<file path="src/rtl/xlb_pkg.sv">
`default_nettype none

package xlb_pkg;

  localparam int VALUE_BITS = 63;
  localparam int ROW_W      = $clog2(VALUE_BITS);

  typedef logic [VALUE_BITS-1:0] value_t;
  typedef logic [ROW_W-1:0]      row_idx_t;

  typedef enum logic [1:0] {
    CMD_CLEAR  = 2'd0,
    CMD_INSERT = 2'd1,
    CMD_QUERY  = 2'd2,
    CMD_NOP    = 2'd3
  } cmd_e;

  // Result of one step of the shared reduce / maximize unit
  typedef struct packed {
    value_t work;
    logic   store;
    logic   stop;
  } step_t;

endpackage

`default_nettype wire

</file>
<file path="src/rtl/xor_linear_basis_max_core.sv">
// Channel  | Signals                      | Direction | Handshake
// request  | command_i, value_i           | in        | taken when start & !busy
// result   | max_xor_o, added_o           | out       | done_o, one cycle, no stall
//
// Clear and the unused code end at once: done_o is set by the accept edge.
// Insert and query walk the basis rows from the top down, each row as a RAM
// read, then one step of the shared xor/compare unit; an insert ends early
// when the value is stored or reduced to zero. busy is high for the whole walk.
// Reset empties the basis at once through per-row valid flags; no sweep.
// The receiver cannot stall: each result is shown for exactly one cycle.
`default_nettype none

module xor_linear_basis_max_core import xlb_pkg::*; (
  input  wire logic                  clk_i,
  input  wire logic                  rst_ni,
  input  wire logic                  start,
  output logic                       busy,
  input  wire logic [1:0]            command_i,
  input  wire logic [VALUE_BITS-1:0] value_i,
  output logic                       done_o,
  output logic [VALUE_BITS-1:0]      max_xor_o,
  output logic                       added_o
);

  typedef enum logic [1:0] {
    ST_IDLE,
    ST_READ,
    ST_EXEC
  } state_e;

  state_e                state_q;
  row_idx_t              idx_q;
  value_t                work_q;
  logic                  is_query_q;
  logic [VALUE_BITS-1:0] valid_q;
  logic                  done_q;
  value_t                max_q;
  logic                  added_q;

  value_t rdata;
  value_t row;
  step_t  step;
  logic   row_we;
  logic   accept;

  assign accept = start && (state_q == ST_IDLE);
  assign busy   = (state_q != ST_IDLE);
  assign row_we = (state_q == ST_EXEC) && step.store;

  xlb_ram #(
    .WIDTH (VALUE_BITS),
    .DEPTH (VALUE_BITS)
  ) u_rows (
    .clk_i   (clk_i),
    .we_i    (row_we),
    .waddr_i (idx_q),
    .wdata_i (work_q),
    .raddr_i (idx_q),
    .rdata_o (rdata)
  );

  // Rows never written since the last clear read as zero
  assign row = valid_q[idx_q] ? rdata : '0;

  xlb_step u_step (
    .is_query_i (is_query_q),
    .idx_i      (idx_q),
    .work_i     (work_q),
    .row_i      (row),
    .row_vld_i  (valid_q[idx_q]),
    .step_o     (step)
  );

  // Sequencer, valid flags and result registers
  always_ff @(posedge clk_i or negedge rst_ni) begin
    if (!rst_ni) begin
      state_q    <= ST_IDLE;
      idx_q      <= '0;
      work_q     <= '0;
      is_query_q <= 1'b0;
      valid_q    <= '0;
      done_q     <= 1'b0;
      max_q      <= '0;
      added_q    <= 1'b0;
    end else begin
      done_q <= 1'b0;
      unique case (state_q)
        ST_IDLE: begin
          if (accept) begin
            idx_q <= row_idx_t'(VALUE_BITS - 1);
            unique case (cmd_e'(command_i))
              CMD_CLEAR: begin
                valid_q <= '0;
                done_q  <= 1'b1;
                max_q   <= '0;
                added_q <= 1'b0;
              end
              CMD_INSERT: begin
                work_q     <= value_i;
                is_query_q <= 1'b0;
                state_q    <= ST_READ;
              end
              CMD_QUERY: begin
                work_q     <= '0;
                is_query_q <= 1'b1;
                state_q    <= ST_READ;
              end
              default: begin
                done_q  <= 1'b1;
                max_q   <= '0;
                added_q <= 1'b0;
              end
            endcase
          end
        end
        ST_READ: begin
          state_q <= ST_EXEC;
        end
        ST_EXEC: begin
          work_q <= step.work;
          if (step.store) begin
            valid_q[idx_q] <= 1'b1;
          end
          if (step.stop) begin
            done_q  <= 1'b1;
            max_q   <= is_query_q ? step.work : '0;
            added_q <= !is_query_q && step.store;
            state_q <= ST_IDLE;
          end else begin
            idx_q   <= idx_q - row_idx_t'(1);
            state_q <= ST_READ;
          end
        end
        default: begin
          state_q <= ST_IDLE;
        end
      endcase
    end
  end

  assign done_o    = done_q;
  assign max_xor_o = max_q;
  assign added_o   = added_q;

endmodule

`default_nettype wire

</file>
<file path="src/rtl/xlb_ram.sv">
`default_nettype none

module xlb_ram #(
  parameter int WIDTH = 8,
  parameter int DEPTH = 16
) (
  input  wire logic                     clk_i,
  input  wire logic                     we_i,
  input  wire logic [$clog2(DEPTH)-1:0] waddr_i,
  input  wire logic [WIDTH-1:0]         wdata_i,
  input  wire logic [$clog2(DEPTH)-1:0] raddr_i,
  output logic      [WIDTH-1:0]         rdata_o
);

  logic [WIDTH-1:0] mem_q [DEPTH];
  logic [WIDTH-1:0] rdata_q;

  // Write one entry, read one entry through a register
  always_ff @(posedge clk_i) begin
    if (we_i) begin
      mem_q[waddr_i] <= wdata_i;
    end
    rdata_q <= mem_q[raddr_i];
  end

  assign rdata_o = rdata_q;

endmodule

`default_nettype wire

</file>
<file path="src/rtl/xlb_step.sv">
`default_nettype none

module xlb_step import xlb_pkg::*; (
  input  wire logic     is_query_i,
  input  wire row_idx_t idx_i,
  input  wire value_t   work_i,
  input  wire value_t   row_i,
  input  wire logic     row_vld_i,
  output step_t         step_o
);

  value_t tried;
  logic   last_row;

  assign tried    = work_i ^ row_i;
  assign last_row = (idx_i == '0);

  // One row of either the insert reduction or the maximum build
  always_comb begin
    step_o.work  = work_i;
    step_o.store = 1'b0;
    step_o.stop  = last_row;
    if (is_query_i) begin
      if (tried > work_i) begin
        step_o.work = tried;
      end
    end else if (work_i == '0) begin
      // fully reduced: drop it
      step_o.stop = 1'b1;
    end else if (work_i[idx_i]) begin
      if (!row_vld_i) begin
        step_o.store = 1'b1;
        step_o.stop  = 1'b1;
      end else begin
        step_o.work = tried;
      end
    end
  end

endmodule

`default_nettype wire

</file>
<file path="config.mk">
export PLATFORM = sky130hd
export DESIGN_NAME = xor_linear_basis_max_core
export DESIGN_NICKNAME = d
export VERILOG_FILES = /design/src/rtl/xlb_pkg.sv /design/src/rtl/xor_linear_basis_max_core.sv /design/src/rtl/xlb_ram.sv /design/src/rtl/xlb_step.sv
export SDC_FILE = /design/constraint.sdc
export NUM_CORES = 2
export LEC_CHECK = 0
export BUFFER_PORTS_ARGS = -buffer_cell sky130_fd_sc_hd__buf_4
export CORE_AREA = 2 2 541 812
export CTS_CLUSTER_DIAMETER = 100
export DETAILED_ROUTE_END_ITERATION = 8
export DIE_AREA = 0 0 543 814
export PLACE_DENSITY_LB_ADDON = 0.05
export REMOVE_ABC_BUFFERS = 1
export SETUP_SLACK_MARGIN = 0.02
export SLEW_MARGIN = 20
export SYNTH_ARGS = -nofsm -noshare
export SYNTH_HDL_FRONTEND = slang
export SYNTH_HIERARCHICAL = 1
export SYNTH_SLANG_ARGS = --single-unit
</file>
<file path="constraint.sdc">
create_clock -name clk_i -period 10.6 [get_ports clk_i]
set_clock_uncertainty 0.1 [all_clocks]
set_input_delay 0.53 -clock clk_i [delete_from_list [all_inputs] [get_ports clk_i]]
set_output_delay 0.53 -clock clk_i [all_outputs]
set_load 0.01 [all_outputs]
</file>
**Word-level counts from Yosys, hierarchy flattened**

Memories as Yosys holds them, arrays and structs flattened. A register that Yosys moved wholly into a read port is not among the register bits.
Index checks and enable logic that the tools add are counted.

- $add $sub $neg: 1
- $mul: 0
- Div/mod/pow operators: 0
- Order comparisons: 3
- Eq/ne operators: 12
- Shifts and indexed selects: 0
- Mux-type cells: 45
- Bitwise logic cells: 2
- Reductions and logical operators: 19

Operators with widths:

| operator | count |
|---|---|
| $mux 63 | 12 |
| $pmux 63 s2 | 4 |
| $mux 65 | 1 |
| $mux 64 | 1 |
| $gt 63x63->1 | 1 |
| $logic_not 63->1 | 1 |
| $or 63x63->63 | 1 |
| $xor 63x63->63 | 1 |
| $mux 1 | 13 |
| $bmux 1 s6 | 2 |
| $mux 6 | 2 |
| $ne 2x2->1 const B | 6 |
| $pmux 6 s2 | 1 |
| $reduce_and 3->1 | 3 |
| $mux 2 | 4 |
| $reduce_and 4->1 | 2 |
| $lt 6x7->1 const B | 1 |
| $demux 1 s6 | 1 |
| $ge 6x1->1 const B | 1 |
| $logic_not 6->1 | 1 |
| $pmux 1 s2 | 3 |
| $pmux 2 s3 | 1 |
| $reduce_bool 2->1 | 3 |
| $sub 6x1->6 const B | 1 |
| 9 further kinds | 15 |

- Flip-flop bits (word level): 200
- Bits in latches: 0
- Memory bits (writable): 3969
- Bits in read-only memories: 0
- Input bits: 68
- Output and inout port bits: 66
- Memories: 1

Memory list:

| name | words | width | rd ports | clocked after memory_dff | wr ports | RTL line | RTL |
|---|---|---|---|---|---|---|---|
| u_rows.mem_q | 63 | 63 | 1 | 1 | 1 | xlb_ram.sv:15 | `logic [WIDTH-1:0] mem_q [DEPTH];` |

**Logic depth before layout (Yosys ltp)**

- Depth after elaboration: 11
- Depth in mapped cells: 21

**Cells and area by module**

The synthesis kept the hierarchy.

Modules (own cells, without submodules):

| module | times used | cells each | area an instance (µm²) | seq. area each (µm²) |
|---|---|---|---|---|
| xlb_ram | 1 | 6583 | 152142.2 | 120445.5 |
| xor_linear_basis_max_core | 1 | 1073 | 9690.5 | 5004.8 |
| xlb_step | 1 | 400 | 3125.5 | 0.0 |

**Least setup slack after synthesis**

No wires, ideal clock.

- Path type: register -> register
- Start: reg idx_q[2]
- End: mem u_rows/mem_q[34][0] (netlist name) (enable)
- Library setup time: 0.561 ns
- Data arrival time: 7.365 ns
- Required time: 9.939 ns
- Setup slack: 2.574 ns
- Stages on the path, launching flop included: 15
- Cell sequence: dfrtp_1 -> buf_6 -> buf_8 -> mux2_4 -> o311a_1 -> and3_4 -> nor4_4 -> buf_6 -> nand2_2 -> inv_1 -> and2_1 -> nand2_1 -> inv_1 -> nand4_1 -> nor3_1

RTL lines:

| item | RTL line | RTL |
|---|---|---|
| start: declaration | xor_linear_basis_max_core.sv:32 | `row_idx_t idx_q;` |
| start signal: assignment | xor_linear_basis_max_core.sv:90 | `idx_q <= row_idx_t'(VALUE_BITS - 1);` |
| start signal: assignment | xor_linear_basis_max_core.sv:130 | `idx_q <= idx_q - row_idx_t'(1);` |
| end: declaration | xlb_ram.sv:15 |  |

==> flow_metrics.env <==
export IMPL_worstPathMaxFanout=50
export IMPL_ctsResizeCount=0
export IMPL_synth_xor_area_share_pct=0.3345
export IMPL_drtPass1Iterations=5
export IMPL_rows=297
export IMPL_avgSynthCellArea_um2=20.48
export IMPL_dp_cells=13840
export IMPL_track_usage_pct=25.66
export IMPL_hold_viol_final=0
export IMPL_dpl_hpwl_um=336600
export IMPL_required_ns=11.39
export IMPL_cts_tree="built"
export IMPL_area_growth_synth_to_final_pct=14.22
export IMPL_die_x_um=543
export IMPL_syn_instance_count=8056
export IMPL_ant_nets=0
export IMPL_cts_path_max_buffers=4
export IMPL_synth_main_ff_cell="edfxtp_1"
export IMPL_synth_top_family_by_area="multiplexers"
export IMPL_powerDensity_nw_per_um2=254.8
export IMPL_die_h_um=814
export IMPL_synth_compound_area_share_pct=4.744
export IMPL_power_frac_seq_pct=45.6
export IMPL_yosys_mux_area_fraction_pct=14.70
export IMPL_fmax_mhz=126.1
export IMPL_drt_initial_drc_count=9937
export IMPL_p_clk_share_pct=30.6
export IMPL_synth_edf_count=3969
export IMPL_ff2ff_path_depth=20
export IMPL_rsz0062_at_grt="no"
export IMPL_arrival_ns=8.71
export IMPL_period_share_pct=74.79
export IMPL_p_sw_share_pct=31.37
export IMPL_yosysWarnings=6
export IMPL_ys_seq_elements=4232
export IMPL_irDropWorstVdd_v=0.0001747
export IMPL_power_leakage_nw=60.02
export IMPL_vias_per_cell=5.904
export IMPL_combPwrFrac_pct=23.8
export IMPL_htree_levels=5
export IMPL_place_port_buffers=133
export IMPL_cts_sinks=4232
export IMPL_wl_um=572700
export IMPL_final_setup_tns_ns=0
export IMPL_cts_root_buf="clkbuf_16"
export IMPL_synth_simple_area_share_pct=2.093
export IMPL_initial_core_util_pct=37.91
export IMPL_drc=0
export IMPL_first_global_vias=87410
export IMPL_final_nets=8599
export IMPL_end_kind="flop"
export IMPL_max_slew_worst_pin_slew_ns=1.188
export IMPL_ys_seq_area_share_pct=76.05
export IMPL_dr_total_vias=86860
export IMPL_setup_ws_ns=2.672
export IMPL_grt_pass1_wl_um=771700
export IMPL_start_kind="flop"
export IMPL_wl_per_cell_um=38.93
export IMPL_p_total_mw=48.01
export IMPL_synth_async_sr_flop_share_pct=4.726
export IMPL_slew_headroom_pct=20.61
export IMPL_clock_latency_ns=1.06
export IMPL_status="finished clean"
export IMPL_met3_usage_pct=3.642
export IMPL_grt_overflow_total=0
export IMPL_antenna_found_initial=67
export IMPL_finalSetupViolations=0
export IMPL_internal_power_mw=32.95
export IMPL_die_area_um2=442000
export IMPL_grt_busiest_layer="met2"
export IMPL_gp_congestion=0.8551
export IMPL_yosys_area_share_adder_pct=0.2731
export IMPL_cts_made_buffers=414
export IMPL_grt_util_met1_pct=34.12
export IMPL_synth_cell_types=75
export IMPL_grt_max_degree=103
export IMPL_syn_area_um2=165000
export IMPL_io_pins=134
export IMPL_cts_reportedPaths_clkPinSlew_ns=0.07
export IMPL_instances_no_fill=14710
export IMPL_final_max_slew_viol_count=0
export IMPL_dp_slack_ns=2.636
export IMPL_coreArea_um2=435200
export IMPL_period_needed_ns=7.928
export IMPL_met2_usage_pct=43.91
export IMPL_cap_violations=0
export IMPL_power_switching_mw=15.06
export IMPL_worstHoldPathType="in2async"
export IMPL_final_layout_size_suffix_gt1_share_pct=24.08
export IMPL_crit_type="reg2reg"
-- power groups by stage --
stage	sequential (mW)	clock, mW	combinational (mW)
2_1_floorplan	23.4	0	8.90
3_3_place_gp	22.2	0	11.4
3_5_place_dp	22.2	0	11.6
4_1_cts	21.9	15.0	11.6
5_1_grt	21.9	15.6	12.2
6_report	21.9	14.7	11.4
-- critical path, stage by stage (launching register included) --
cell	delay, ns
dfrtp_4	0.76
buf_4	0.78
and2b_1	0.34
a22oi_1	0.11
and3_4	0.19
nor4_4	0.34
buf_4	0.47
buf_4	0.50
a21boi_1	0.14
ha_1	0.33
xnor2_1	0.13
or4_1	0.54
or2_1	0.27
or4_1	0.58
or3b_1	0.24
a31oi_4	0.05
nor3_4	0.56
buf_4	0.59
mux2_1	0.41
a21oi_1	0.13
a21oi_1	0.08
-- area by class of cell --
type	count	area, um^2
Antenna cell	29	72.57
Clock buffer	533	11190
Clock inverter	240	2062
Fill cell	37610	246700
Inverter	49	183.9
Multi-Input combinational cell	3281	37240
Sequential cell	4232	125600
Tap cell	5830	7295
Timing Repair Buffer	517	4812
-- layout by cell type (no fill, tap or decap), types with 52 or more instances in the layout --
| cell | Yosys | routed |
|---|---|---|
| o221ai_1 | 174 | 174 |
| o22a_1 | 60 | 60 |
| mux2i_1 | 404 | 404 |
| xnor2_1 | 52 | 52 |
| clkbuf_16 | 0 | 424 |
| nor3b_1 | 65 | 65 |
| clkbuf_1 | 254 | 92 |
| o21ai_0 | 84 | 84 |
| a21boi_1 | 117 | 117 |
| clkinv_2 | 0 | 86 |
| dfrtp_2 | 0 | 60 |
| nand2_1 | 230 | 223 |
| o2111ai_1 | 65 | 65 |
| dfxtp_1 | 63 | 63 |
| dfrtp_1 | 200 | 131 |
| buf_12 | 0 | 54 |
| a22oi_1 | 139 | 139 |
| a21oi_1 | 331 | 329 |
| nor2_1 | 293 | 228 |
| buf_4 | 32 | 391 |
| clkinv_1 | 1 | 89 |
| edfxtp_1 | 3969 | 3969 |
| mux4_2 | 890 | 890 |
| nor2_4 | 0 | 65 |
| o22ai_1 | 65 | 65 |
| dlygate4sd3_1 | 0 | 67 |
-- cell families after synthesis --
| group | count (synthesis) |
|---|---|
| AO/OA/AOI/OAI | 1133 |
| XOR/XNOR | 63 |
| adder cells (fa/ha/maj) | 36 |
| buffers and inverters | 543 |
| flip-flops | 4232 |
| multiplexers | 1308 |
| AND/OR/NAND/NOR | 741 |
-- Yosys cell counts (6+ instances only) --
library cell / count / area [um^2]
o22a_1: 60 / 525.5
nand3b_1: 7 / 52.55
o31ai_1: 38 / 285.3
clkbuf_1: 254 / 953.4
edfxtp_1: 3969 / 119200
nand2_1: 230 / 863.3
nand4_1: 8 / 50.05
o221ai_1: 174 / 1524
o21ai_0: 84 / 420.4
buf_6: 92 / 1036
a21oi_1: 331 / 1657
nor2_1: 293 / 1100
dfxtp_1: 63 / 1261
dfrtp_1: 200 / 5005
mux4_2: 890 / 20040
mux2i_1: 404 / 4044
buf_2: 84 / 420.4
inv_1: 48 / 180.2
xnor2_1: 52 / 455.4
nor3b_1: 65 / 488.0
nor2b_1: 19 / 118.9
mux2_2: 12 / 135.1
nor3_1: 13 / 65.06
nor4_1: 27 / 168.9
ha_1: 36 / 450.4
o22ai_1: 65 / 406.6
nand3_1: 16 / 80.08
a21boi_1: 117 / 878.3
a31oi_1: 6 / 37.54
and3_1: 6 / 37.54
a22oi_1: 139 / 1044
xor2_1: 11 / 96.34
nand2b_1: 22 / 137.6
buf_4: 32 / 240.2
a21boi_2: 9 / 101.4
a211oi_1: 17 / 127.6
buf_1: 29 / 108.9
o2111ai_1: 65 / 569.3
-- what timing repair did --
action | 4_1_cts | 5_1_grt
setup endpoints to repair | 0 | 0
hold buffers | 67 | 0
hold endpoints to repair | 153 | 0
setup buffers | 0 | 0
-- per-stage QoR --
step / area, um^2 / util, % / hold WS (ns)
floorplan: 162200 / - / 0.1344
global placement: 174300 / 40.05 / 0.3757
detailed placement: 174400 / 40.08 / 0.3836
CTS: 188300 / 43.28 / 0.007402
global route: 188400 / 43.28 / 0.05437
finish: 188400 / 43.30 / 0.01884
-- flip-flops by register name, indices dropped and copies added (netlist names) --
register / flops
u_rows/mem_q: 3969
max_xor_o: 63
u_rows/rdata_o: 63
valid_q: 63
work_q: 63
idx_q: 6
state_q: 2
added_o: 1
done_o: 1
is_query_q: 1
-- layer usage --
metal	wire length, um	vias up
li1	-	34440
met1	231900	48470
met2	289000	3315
met3	35360	623
met4	16470	10
met5	69	-
-- final timing paths --
kind,from,to,slack (ns)
setup / recovery,idx_q[1]$_DFFE_PN0P_,work_q[0]$_DFFE_PN0P_,2.67
hold / removal,rst_ni,work_q[2]$_DFFE_PN0P_,0.02
setup reg to reg,idx_q[1]$_DFFE_PN0P_,work_q[0]$_DFFE_PN0P_,2.67
hold reg to reg,max_xor_o[28]$_DFFE_PN0P_,max_xor_o[28]$_DFFE_PN0P_,0.39
max in group asynchronous,rst_ni,work_q[21]$_DFFE_PN0P_,8.78
min in group clk_i,command_i[0],work_q[8]$_DFFE_PN0P_,0.11
No activity file was read; power rests on OpenSTA's default activity.
